[src/hw/rtl/button_debounce_long_press_core_macros.svh]
// ---------------------------------------------------------------------------
// Assertion macros for the button debounce / long-press core
// Immediate-implication and next-cycle property wrappers; empty in synthesis.
// ---------------------------------------------------------------------------
`ifndef BUTTON_DEBOUNCE_LONG_PRESS_CORE_MACROS_SVH
`define BUTTON_DEBOUNCE_LONG_PRESS_CORE_MACROS_SVH

`ifndef SYNTHESIS

// Consequent must hold in the same cycle as the antecedent.
`define BDLP_ASSERT_SAME(label, clock, resetn, ante, cons) \
    label: assert property (@(posedge clock) disable iff (!(resetn)) \
        (ante) |-> (cons)) else $error("bdlp assertion failed");

// Consequent must hold in the cycle after the antecedent.
`define BDLP_ASSERT_NEXT(label, clock, resetn, ante, cons) \
    label: assert property (@(posedge clock) disable iff (!(resetn)) \
        (ante) |=> (cons)) else $error("bdlp assertion failed");

`else

`define BDLP_ASSERT_SAME(label, clock, resetn, ante, cons)
`define BDLP_ASSERT_NEXT(label, clock, resetn, ante, cons)

`endif

`endif

[src/hw/rtl/bdlp_pkg.sv]
// ---------------------------------------------------------------------------
// bdlp_pkg
// Widths, register indexes and reset values for the debounce core.
// ---------------------------------------------------------------------------
`timescale 1ns / 1ps

package bdlp_pkg;

    localparam int unsigned TIME_W     = 32;
    localparam int unsigned MS_CFG_W   = 16;
    localparam int unsigned CFG_IDX_W  = 2;
    localparam int unsigned S_TDATA_W  = 40;  // raw_level + now_ms, byte padded
    localparam int unsigned M_TDATA_W  = 8;   // press_event, byte padded

    typedef enum logic [CFG_IDX_W-1:0] {
        CFG_DEBOUNCE_MS   = 2'd0,
        CFG_LONG_PRESS_MS = 2'd1,
        CFG_ACTIVE_LOW    = 2'd2,
        CFG_UNUSED        = 2'd3
    } cfg_idx_t;

    localparam logic [MS_CFG_W-1:0] DEBOUNCE_MS_RST   = 16'd30;
    localparam logic [MS_CFG_W-1:0] LONG_PRESS_MS_RST = 16'd800;
    localparam logic                ACTIVE_LOW_RST    = 1'b1;

endpackage

[src/hw/rtl/button_debounce_long_press_core.sv]
// ---------------------------------------------------------------------------
// button_debounce_long_press_core
// Debounces polled button samples and reports short and long presses.
// ---------------------------------------------------------------------------
//  Channel | Dir | Handshake            | Payload
//  --------+-----+----------------------+-----------------------------------
//  s_*     | in  | s_tvalid / s_tready  | tdata: raw_level[0], now_ms[32:1]
//  m_*     | out | m_tvalid / m_tready  | tdata: press_event[0]; tuser: long
//  cfg_*   | in  | cfg_valid/cfg_ready  | cfg_index, cfg_data[15:0]
//
//  One poll per cycle while m_tready is high; each poll yields exactly one result.
//  The poll lands in an input register, then the debounce/press update
//  runs in one pass into the result register.
//  The state update sits in that single pass, so back-to-back polls see
//  the state left by the previous poll with no bubble.
//  A stalled result (m_tready low) holds the result register; one more
//  poll can still be taken into the input register before s_tready drops.
//  rst_n is asynchronous, active low; config registers return to 30 ms,
//  800 ms and active-low. cfg_ready is always high.
// ---------------------------------------------------------------------------
`timescale 1ns / 1ps

`include "button_debounce_long_press_core_macros.svh"

module button_debounce_long_press_core
(
    input  logic                                 clk,
    input  logic                                 rst_n,

    // poll input
    input  logic                                 s_tvalid,
    output logic                                 s_tready,
    input  logic [bdlp_pkg::S_TDATA_W-1:0]       s_tdata,   // [0] raw_level, [32:1] now_ms, pad

    // event output
    output logic                                 m_tvalid,
    input  logic                                 m_tready,
    output logic [bdlp_pkg::M_TDATA_W-1:0]       m_tdata,   // [0] press_event, pad
    output logic                                 m_tuser,   // [0] long_press

    // register writes
    input  logic                                 cfg_valid,
    output logic                                 cfg_ready,
    input  logic [bdlp_pkg::CFG_IDX_W-1:0]       cfg_index,
    input  logic [bdlp_pkg::MS_CFG_W-1:0]        cfg_data
);

    // ---------------- configuration registers ----------------
    logic [bdlp_pkg::MS_CFG_W-1:0] debounce_ms_reg;
    logic [bdlp_pkg::MS_CFG_W-1:0] long_press_ms_reg;
    logic                          active_low_reg;

    assign cfg_ready = 1'b1;

    always_ff @(posedge clk or negedge rst_n)
    begin
        if (!rst_n)
        begin
            debounce_ms_reg   <= bdlp_pkg::DEBOUNCE_MS_RST;
            long_press_ms_reg <= bdlp_pkg::LONG_PRESS_MS_RST;
            active_low_reg    <= bdlp_pkg::ACTIVE_LOW_RST;
        end
        else if (cfg_valid && cfg_ready)
        begin
            unique case (bdlp_pkg::cfg_idx_t'(cfg_index))
                bdlp_pkg::CFG_DEBOUNCE_MS:   debounce_ms_reg   <= cfg_data;
                bdlp_pkg::CFG_LONG_PRESS_MS: long_press_ms_reg <= cfg_data;
                bdlp_pkg::CFG_ACTIVE_LOW:    active_low_reg    <= cfg_data[0];
                default:                     ;  // unmapped index: dropped
            endcase
        end
    end

    // ---------------- input register ----------------
    logic                          in_valid_reg;
    logic                          in_raw_reg;
    logic [bdlp_pkg::TIME_W-1:0]   in_now_reg;
    logic                          advance;     // result register can load
    logic                          fire;        // poll processed this cycle

    assign advance  = !m_tvalid || m_tready;
    assign s_tready = !in_valid_reg || advance;
    assign fire     = in_valid_reg && advance;

    always_ff @(posedge clk or negedge rst_n)
    begin
        if (!rst_n)
        begin
            in_valid_reg <= 1'b0;
        end
        else if (s_tready)
        begin
            in_valid_reg <= s_tvalid;
        end
    end

    always_ff @(posedge clk)
    begin
        if (s_tvalid && s_tready)
        begin
            in_raw_reg <= s_tdata[0];
            in_now_reg <= s_tdata[bdlp_pkg::TIME_W:1];
        end
    end

    // ---------------- debounce state ----------------
    logic                          last_raw_reg,       last_raw_next;
    logic                          accepted_level_reg, accepted_level_next;
    logic [bdlp_pkg::TIME_W-1:0]   edge_time_reg,      edge_time_next;
    logic [bdlp_pkg::TIME_W-1:0]   press_time_reg,     press_time_next;
    logic                          long_reported_reg,  long_reported_next;

    logic                          pressed_level;
    logic                          settled;
    logic                          held_long;
    logic [bdlp_pkg::TIME_W-1:0]   settle_dt;
    logic [bdlp_pkg::TIME_W-1:0]   hold_dt;
    logic                          ev_next;
    logic                          long_next;

    always_comb
    begin
        pressed_level       = !active_low_reg;
        last_raw_next       = in_raw_reg;
        edge_time_next      = (in_raw_reg != last_raw_reg) ? in_now_reg : edge_time_reg;
        accepted_level_next = accepted_level_reg;
        press_time_next     = press_time_reg;
        long_reported_next  = long_reported_reg;
        ev_next             = 1'b0;
        long_next           = 1'b0;

        // Elapsed times wrap modulo 2^32.
        settle_dt = in_now_reg - edge_time_next;
        hold_dt   = in_now_reg - press_time_reg;
        settled   = settle_dt >= {{(bdlp_pkg::TIME_W-bdlp_pkg::MS_CFG_W){1'b0}},
                                  debounce_ms_reg};
        held_long = hold_dt >= {{(bdlp_pkg::TIME_W-bdlp_pkg::MS_CFG_W){1'b0}},
                                long_press_ms_reg};

        if (settled)
        begin
            if (in_raw_reg != accepted_level_reg)
            begin
                accepted_level_next = in_raw_reg;
                if (in_raw_reg == pressed_level)
                begin
                    // new press: restart the hold timer
                    press_time_next    = in_now_reg;
                    long_reported_next = 1'b0;
                end
                else if (!long_reported_reg)
                begin
                    ev_next = 1'b1;  // release before long time: short press
                end
            end
            else if ((in_raw_reg == pressed_level) && !long_reported_reg && held_long)
            begin
                long_reported_next = 1'b1;
                ev_next            = 1'b1;
                long_next          = 1'b1;
            end
        end
    end

    always_ff @(posedge clk or negedge rst_n)
    begin
        if (!rst_n)
        begin
            last_raw_reg       <= 1'b1;
            accepted_level_reg <= 1'b1;
            edge_time_reg      <= '0;
            press_time_reg     <= '0;
            long_reported_reg  <= 1'b0;
        end
        else if (fire)
        begin
            last_raw_reg       <= last_raw_next;
            accepted_level_reg <= accepted_level_next;
            edge_time_reg      <= edge_time_next;
            press_time_reg     <= press_time_next;
            long_reported_reg  <= long_reported_next;
        end
    end

    // ---------------- result register ----------------
    logic out_valid_reg;
    logic out_ev_reg;
    logic out_long_reg;

    always_ff @(posedge clk or negedge rst_n)
    begin
        if (!rst_n)
        begin
            out_valid_reg <= 1'b0;
        end
        else if (advance)
        begin
            out_valid_reg <= in_valid_reg;
        end
    end

    always_ff @(posedge clk)
    begin
        if (fire)
        begin
            out_ev_reg   <= ev_next;
            out_long_reg <= long_next;
        end
    end

    assign m_tvalid = out_valid_reg;
    assign m_tdata  = {{(bdlp_pkg::M_TDATA_W-1){1'b0}}, out_ev_reg};
    assign m_tuser  = out_long_reg;

    // ---------------- assertions ----------------
    // A long press is always reported as an event.
    `BDLP_ASSERT_SAME(a_long_is_event, clk, rst_n, m_tvalid && m_tuser, m_tdata[0])
    // Input side only stalls when a full result register is blocked.
    `BDLP_ASSERT_SAME(a_stall_cause, clk, rst_n, !s_tready, in_valid_reg && m_tvalid && !m_tready)
    // Reporting a long press marks it as sent for this hold.
    `BDLP_ASSERT_NEXT(a_long_marks, clk, rst_n, fire && long_next, long_reported_reg)
    // An accepted press rearms long-press reporting.
    `BDLP_ASSERT_NEXT(a_press_rearms, clk, rst_n,
        fire && settled && (in_raw_reg != accepted_level_reg) && (in_raw_reg == pressed_level),
        !long_reported_reg)

endmodule

[config.mk]
export PLATFORM = sky130hd
export DESIGN_NAME = button_debounce_long_press_core
export DESIGN_NICKNAME = d
export VERILOG_FILES = /design/src/hw/rtl/bdlp_pkg.sv /design/src/hw/rtl/button_debounce_long_press_core.sv
export VERILOG_INCLUDE_DIRS = /design/src /design/src/hw/rtl
export SDC_FILE = /design/constraint.sdc
export NUM_CORES = 1
export LEC_CHECK = 0
export BUFFER_PORTS_ARGS = -buffer_cell sky130_fd_sc_hd__buf_2
export CORE_MARGIN = 2
export CORE_UTILIZATION = 35
export DETAILED_ROUTE_END_ITERATION = 16
export SLEW_MARGIN = 20
export SYNTH_ARGS = -nofsm -noshare
export SYNTH_HDL_FRONTEND = slang
export SYNTH_SLANG_ARGS = --single-unit
[constraint.sdc]
create_clock -name clk -period 17.16 [get_ports clk]
set_input_delay 1.716 -clock clk [delete_from_list [all_inputs] [get_ports clk]]
set_output_delay 1.716 -clock clk [all_outputs]
set_load 0.01 [all_outputs]
Word level (Yosys, flattened, before mapping) --
Index checks and enable logic that the tools add are counted.
Storage, ports and cells: bits in registers 137, bits of input ports 63, output and inout bits 12, word-level logic and storage cells 52
Operators by class: add/subtract/negate cells 2, magnitude comparators 2, equal/unequal tests 6, multiplexer cells 8, bitwise logic cells 1, reductions and logical operators 19
Operators with widths (number):
- greater-or-equal comparator 32 x 16 -> 1 bit | 2
- subtractor 32 bit | 2
- 2-to-1 mux 32 bit | 1
- AND reduction 4 bit | 2
- 2-to-1 mux 1 bit | 7
- AND reduction 2 bit | 3
- logical AND 1 bit | 4
- logical NOT 1 bit | 4
- AND reduction 3 bit | 1
- equality test 2 x 1 -> 1 bit, second input constant | 1
- equality test 2 bit, second input constant | 1
- logical NOT 2 bit | 1
- logical OR 1 bit | 2
- inequality test 1 bit | 2
- inequality test 2 x 1 -> 1 bit, second input constant | 1
- nonzero test 2 bit | 1
- OR reduction 2 bit | 1
- equality test 1 bit | 1
- inverter 1 bit | 1

Longest topological paths before layout --
Gate-level depths: netlist of the first run.
depth in word-level cells 6, gate-level depth with buffers 31, depth with buffers taken out 25

Worst setup path after synthesis of the first run --
Ideal clock, no wire load.
path type register to register, start register last_raw_reg, end register press_time_reg[10] (netlist name), library setup time 125 ps, data arrival time 5821 ps, data required time 17035 ps, slack 11214 ps, stages on the path, launching flop included 26, path buffers 6, clock period less this slack 5946 ps, cells stage by stage dfstp_2 xor2_1 buf_2 buf_2 buf_1 mux2i_1 ha_1 clkbuf_1 or3_1 o211ai_1 o21ai_0 xor2_1 ha_1 nand2_1 nor2_1 a2111oi_0 nand4_1 nor4_1 nand4_1 nor4_1 o2111ai_1 nor4_4 or3_1 buf_6 buf_12 mux2_4
Between the ends: word-level cells in the longest chain between the ends 5
RTL lines:
- start, declared | line button_debounce_long_press_core.sv:107 | logic last_raw_reg, last_raw_next;
- start signal, assigned | line button_debounce_long_press_core.sv:177 | last_raw_reg <= last_raw_next;
- inequality test 1 bit | line button_debounce_long_press_core.sv:125 | edge_time_next = (in_raw_reg != last_raw_reg) ? in_now_reg : edge_time_reg;
- 2-to-1 mux 32 bit | line button_debounce_long_press_core.sv:125
- subtractor 32 bit | line button_debounce_long_press_core.sv:133 | settle_dt = in_now_reg - edge_time_next;
- greater-or-equal comparator 32 x 16 -> 1 bit | line button_debounce_long_press_core.sv:135 | settled = settle_dt >= {{(bdlp_pkg::TIME_W-bdlp_pkg::MS_CFG_W){1'b0}},
- AND reduction 4 bit (no line)
- end signal, assigned | line button_debounce_long_press_core.sv:180 | press_time_reg <= press_time_next;
- end, declared | line button_debounce_long_press_core.sv:110 | logic [bdlp_pkg::TIME_W-1:0] press_time_reg, press_time_next;
No other way between the ends. A chain may end at the register's enable or synchronous reset.

Worst setup path after layout of the first run --
start register in_raw_reg, end register press_time_reg[2] (netlist name)
Between the ends: word-level cells in the longest chain between the ends 5, elaborated cells between the ends (all ways) 7, those cells by class 1 x add/sub; 1 x order compare; 3 x eq/ne; 1 x mux; 1 x reduce/logical
RTL lines:
- start, declared | line button_debounce_long_press_core.sv:76 | logic in_raw_reg;
- start signal, assigned | line button_debounce_long_press_core.sv:101 | in_raw_reg <= s_tdata[0];
- inequality test 1 bit | line button_debounce_long_press_core.sv:125
- 2-to-1 mux 32 bit | line button_debounce_long_press_core.sv:125
- via edge_time_next (one bit) | line button_debounce_long_press_core.sv:109 | logic [bdlp_pkg::TIME_W-1:0] edge_time_reg, edge_time_next;
- subtractor 32 bit | line button_debounce_long_press_core.sv:133
- greater-or-equal comparator 32 x 16 -> 1 bit | line button_debounce_long_press_core.sv:135
- AND reduction 4 bit (no line)
The timed path passes the listed nets, and every way through them passes these cells.

==> results of run 1 <==
-- worst paths after layout --
check,from,endpoint,slack [ps],cells after the start
max reg2reg,in_raw_reg,press_time_reg[2],10170,23
max,in_raw_reg,press_time_reg[2],10170,23
min,edge_time_reg[20],edge_time_reg[20],480,2
min in group asynchronous,rst_n,debounce_ms_reg[11],1300,1
min reg2reg,edge_time_reg[20],edge_time_reg[20],480,2
max in group asynchronous,rst_n,edge_time_reg[24],14660,2
-- cell usage after synthesis (9+ instances only) --
library cell	count	area (sq um)
nand2_1	129	484.2
inv_1	93	349.1
dfrtp_1	92	2302
o21ai_0	92	460.4
ha_1	84	1051
a21oi_1	81	405.4
nor2_1	53	198.9
clkbuf_1	38	142.6
edfxtp_1	35	1051
mux2_2	31	349.1
mux2i_1	30	300.3
xnor2_1	28	245.2
mux2_4	26	390.4
nand3_1	25	125.1
nand4_1	24	150.1
nand2b_1	22	137.6
nor3_1	20	100.1
xor2_1	20	175.2
nor2b_1	16	100.1
a31oi_1	14	87.58
and3_1	14	87.58
o211ai_1	14	105.1
a21o_1	12	90.09
and2_1	11	68.82
nor4_1	11	68.82
buf_4	10	75.07
dfstp_2	10	262.8
o21a_1	10	75.07
o31ai_1	10	75.07
or3_1	9	56.30
-- stage by stage --
stage               setup WS [ps]  hold WS, ps  util, %
floorplan                   11210        445.6        -
detailed placement           9932        469.6    37.34
global route                 9759        503.1    39.30
finish                      10170        480.3    39.30
global placement             9784        462.1    37.34
CTS                          9881        484.0    39.29
-- metal layers --
metal / share of wire [%] / vias to the layer above
met3: 4.8 / 49
met4: 2.7 / 0
met1: 48 / 4496
li1: - / 4495
met2: 45 / 258
met5: 0 / -
-- power groups by stage --
stage	clock network, uW	registers (uW)	logic, uW
detailed placement	0	486	1070
CTS	379	482	1080
global placement	0	485	1070
floorplan	0	465	832
global route	392	495	1220
finish	372	482	1090
-- critical path, stage by stage, from the launching register on --
cell and delay, ps:
edfxtp_1 640, xnor2_2 160, buf_4 370, nand2_1 90, o21ai_0 120, ha_1 330
nor3_2 120, o311ai_0 330, a31oi_1 180, o21ai_0 650, nand2_1 140, xor2_1 180
ha_1 300, a21oi_1 150, nor2_1 70, a2111oi_0 390, nand4_1 150, nor4_1 240
nand4_1 170, nor4_1 260, o2111ai_1 210, nor4_4 500, or3_4 660, mux2_2 410
-- kinds of logic (layout without fill, tap and decap cells) --
kind of cell             count (synthesis)  count (layout)  synth area share, %
AO/OA/AOI/OAI                          324             324                19.12
XOR/XNOR                                48              48                3.856
adder cells (fa/ha/maj)                 94              94                10.66
buffers and inverters                  154             189                6.300
flip-flops                             137             137                33.17
multiplexers                            87              87                9.536
other                                    2               8              0.06888
AND/OR/NAND/NOR                        369             369                17.29
-- cell type report --
type,instances,area (sq um)
Fill cell,3050,18620
Multi-Input combinational cell,930,6660
Inverter,93,349.1
Clock inverter,14,147.6
Tap cell,396,495.5
Timing Repair Buffer,64,335.3
Clock buffer,18,450.4
Sequential cell,137,3616
==> run_results.csv, run 1 <==
group,metric,value,unit
clocking,post_cts_buffers,0,
timing,slew_headroom,31.29,%
global_route,gr-usage-met2,30.29,%
clocking,ctsResizeCount,0,
clocking,cts_made_buffers,17,
final_layout,area_growth,10.56,%
global_route,grt_use_met1,26.96,%
global_route,grtUsageTotal,19.31,%
timing,fin_crit,6993,ps
run,max_cap_viol_count,0,
timing,rsz0062_at_grt,"false",
pwr,switching_share,44.89,%
detailed_routing,drc,0,
die,die-area,32580,sq um
timing,tightest_slew,1031,ps
logic_synthesis,synth_ff_type,"dfrtp_1",
placed_design,placed_area,11450,sq um
worst_setup_path,worst-endpoint-arrival,7320,ps
worst_setup_path,end_kind,"flop",
pwr,vdd_drop_max,0.07359,mV
pwr,comb_power_share,56.1,%
logic_synthesis,yosysWarnings,0,
clocking,root_buffer,"clkbuf_16",
detailed_routing,drt_iter0_drc,915,
placed_design,place_hpwl,23780,microns
clocking,ctsLongestPathBuffers,2,
logic_synthesis,syn-cell-area,10900,sq um
timing,fin_crit_sh,40.75,%
global_route,grt_pass1_wl,49780,microns
clocking,tritoncts,"yes",
final_layout,antennaDiodeCount,0,
final_layout,mostFrequentLayoutCells,"129 x nand2_1, 93 x inv_1, 92 x o21ai_0, 92 x dfrtp_1, 84 x ha_1",
logic_synthesis,ys_seq_area_share,33.17,%
clocking,clkSinkCount,137,
final_layout,final_nets,1391,
pwr,p_leak,0.005288,uW
detailed_routing,finalWirelength,30850,microns
pwr,power_frac_clock,19.1,%
pwr,net-switching-power,872.6,uW
clocking,clk_latency,440,ps
pwr,powerDensity,161.3,nW/um^2
logic_synthesis,synth_cell_types,83,
worst_hold_path,hold_path_class,"reg -> reg",
logic_synthesis,avgSynthCellArea,8.974,sq um
global_route,met3_usage,3.011,%
timing,fmax,143.0,MHz
global_route,top_usage_layer,"met2",
timing,setup-violations-final,0,
pwr,p_int,1071,uW
logic_synthesis,ys_seq_elements,137,
die,io_pins,75,
timing,slew_viol_final,0,
worst_setup_path,worstPathRequired,17480,ps
global_route,grt_pass1_vias,9179,
logic_synthesis,async_flop_share,74.45,%
timing,fin_skew,12.22,ps
placed_design,dp_cells,1620,
global_route,antenna_found_initial,0,
clocking,clkTransAtPathRegs,70,ps
detailed_routing,vias_per_cell,5.628,
clocking,cts_hold_buffers,0,
clocking,cts-htree-levels,4,
die,dieWidth,180.5,microns
die,die_height,180.5,microns
timing,tns,0,ps
global_route,grt_start_max_net_pins,55,
detailed_routing,wl_per_cell,18.67,microns
global_route,grt_overflow_total,0,
final_layout,fin_cells,1652,
pwr,finalPower,1944,uW
die,initial_core_util,35.55,%
placed_design,globalplace.congestion,0.9010,
timing,hold_viol_final,0,
final_layout,layout-drive-gt1-share,14.97,%
die,num_rows,64,
detailed_routing,vias,9298,
logic_synthesis,synth-edff-count,35,
detailed_routing,dr.pass1.iters,6,
detailed_routing,ant_nets,0,
placed_design,io_buffers,59,
final_layout,final_common_cell,"nand2_1",
pwr,seq_power_share,24.8,%
run_status,run_status,"complete, no violations",
worst_setup_path,crit_fanout,33,
die,fp.coreArea,30670,sq um
logic_synthesis,syn_inst,1215,
worst_setup_path,start_kind,"flop",
final_layout,final_area,12050,sq um
worst_setup_path,critical_path_class,"reg -> reg",
Power figures use the tool's default switching activity.
==> run 2, diff against run 1 <==
==> constraint.sdc (replaced) <==
create_clock -name clk -period 6.95 [get_ports clk]
set_input_delay 0.695 -clock clk [delete_from_list [all_inputs] [get_ports clk]]
set_output_delay 0.695 -clock clk [all_outputs]
set_load 0.01 [all_outputs]
==> run_results.csv, run 2 (synthesis gave the netlist of run 1 again) <==
group,metric,value,unit
pwr,vdd_drop_max,0.1772,mV
global_route,antenna_found_initial,0,
run,max_cap_viol_count,0,
pwr,p_leak,0.005320,uW
clocking,post_cts_buffers,0,
placed_design,placed_area,11520,sq um
timing,fin_crit,6459,ps
global_route,grt_start_max_net_pins,63,
worst_setup_path,rrSetupSlack,490,ps
detailed_routing,drc,0,
clocking,clk_latency,430,ps
final_layout,final_util,39.45,%
run_status,run_status,"complete, no violations",
pwr,powerDensity,396.1,nW/um^2
global_route,grtUsageTotal,18.98,%
final_layout,area_growth,10.97,%
clocking,ctsResizeCount,0,
detailed_routing,dr.pass1.iters,5,
worst_setup_path,start_kind,"flop",
worst_setup_path,end_kind,"flop",
timing,rsz0062_at_grt,"false",
final_layout,final_area,12100,sq um
detailed_routing,ant_nets,0,
clocking,root_buffer,"clkbuf_16",
detailed_routing,vias_per_cell,5.583,
final_layout,fin_cells,1658,
placed_design,place_hpwl,23790,microns
final_layout,antennaDiodeCount,0,
clocking,clkSinkCount,137,
worst_setup_path,r2r_cells,24,
global_route,grt_overflow_total,0,
timing,fin_skew,9.973,ps
clocking,clkTransAtPathRegs,70,ps
placed_design,io_buffers,59,
clocking,cts_made_buffers,17,
detailed_routing,vias,9256,
worst_setup_path,crit_fanout,15,
final_layout,final_common_cell,"nand2_1",
timing,fmax,154.8,MHz
detailed_routing,wl_per_cell,18.54,microns
timing,fin_crit_sh,92.93,%
die,die-area,32580,sq um
placed_design,dp_cells,1626,
final_layout,mostFrequentLayoutCells,"129 x nand2_1, 93 x inv_1, 92 x o21ai_0, 92 x dfrtp_1, 84 x ha_1",
detailed_routing,drt_iter0_drc,796,
clocking,cts_hold_buffers,0,
worst_setup_path,r2r-start,"in_raw_reg",
clocking,tritoncts,"yes",
final_layout,multi_input_area,6656,sq um
die,io_pins,75,
clocking,ctsLongestPathBuffers,2,
die,fp.coreArea,30670,sq um
timing,tns,0,ps
worst_setup_path,worstPathRequired,7270,ps
die,dieWidth,180.5,microns
placed_design,globalplace.congestion,0.9292,
timing,tightest_slew,965.7,ps
detailed_routing,finalWirelength,30750,microns
final_layout,ff_latch_area,3616,sq um
timing,slew_headroom,35.62,%
global_route,grt_pass1_wl,48980,microns
worst_hold_path,hold_path_class,"in -> async",
die,die_height,180.5,microns
timing,hold_viol_final,0,
worst_setup_path,worst-endpoint-arrival,6770,ps
die,num_rows,64,
pwr,finalPower,4792,uW
final_layout,layout-drive-gt1-share,15.37,%
worst_setup_path,r2r-end,"press_time_reg[24]",
worst_setup_path,critical_path_class,"reg -> reg",
die,initial_core_util,35.55,%
timing,setup-violations-final,0,
final_layout,fillers,3032,
final_layout,final_nets,1397,
timing,slew_viol_final,0,
global_route,grt_pass1_vias,8981,
clocking,cts-htree-levels,4,
run 2: cell count changes in the layout (fill, tap and decap cells not counted), sizes merged:
cell    delta
inv        +4
clkbuf     -1
clkinv     -3
buf        +6
run 2: cell type report:
cell class	instances	share of cell area [%]
Sequential cell	137	29.89
Tap cell	396	4.095
Clock inverter	15	1.251
Multi-Input combinational cell	930	55.02
Inverter	93	2.885
Clock buffer	17	3.516
Timing Repair Buffer	70	3.351
run 2: how the worst max path moves through the flow:
| stage | from | endpoint | slack (ps) | cells past startpoint |
|---|---|---|---|---|
| finish | in_raw_reg | press_time_reg[24] | 490 | 24 |
| global route | in_raw_reg | press_time_reg[24] | 220 | 24 |
| CTS | in_raw_reg | press_time_reg[24] | 600 | 24 |
| detailed placement | in_raw_reg | press_time_reg[23] | 640 | 24 |
| global placement | in_raw_reg | press_time_reg[26] | 700 | 24 |
| floorplan | last_raw_reg | press_time_reg[10] | 1000 | 25 |
run 2: layer usage:
| metal | track usage [%] | wire length, microns | vias to the layer above |
|---|---|---|---|
| met4 | 6.258 | 777 | 0 |
| met1 | 26.76 | 14820 | 4466 |
| li1 | - | - | 4498 |
| met2 | 29.79 | 13880 | 246 |
| met3 | 2.829 | 1272 | 46 |
| met5 | 0 | 0 | - |
run 2: power by group:
group	internal, uW	leakage, uW	switching (uW)
clock network	481	0.000288	421
logic	1120	0.00349	1580
registers	1040	0.00155	153
total	2640	0.00532	2150
run 2: through the flow:
step / hold slack [ps] / setup slack, ps
after floorplan: 399.4 / 1004
after global placement: 462.0 / 702.5
after detailed placement: 469.0 / 640.8
after CTS: 251.5 / 597.6
after global routing: 273.5 / 222.2
final: 244.6 / 491.2
run 2: critical path, stage by stage, from the launching register on:
cell and delay (ps):
edfxtp_1 570, xnor2_2 230, o21ai_0 370, ha_1 370, inv_1 90, ha_1 280, a21oi_1 190, and3_1 190
o21a_1 220, nor2_1 90, a21o_1 190, a221oi_1 380, ha_1 310, nand2_1 70, nor3_1 70, o311ai_0 240
nand4_1 230, nor4_1 240, nand4_1 160, nor4_1 300, o2111ai_1 220, nor4_4 440, or3_2 360, buf_12 210
mux2_4 310
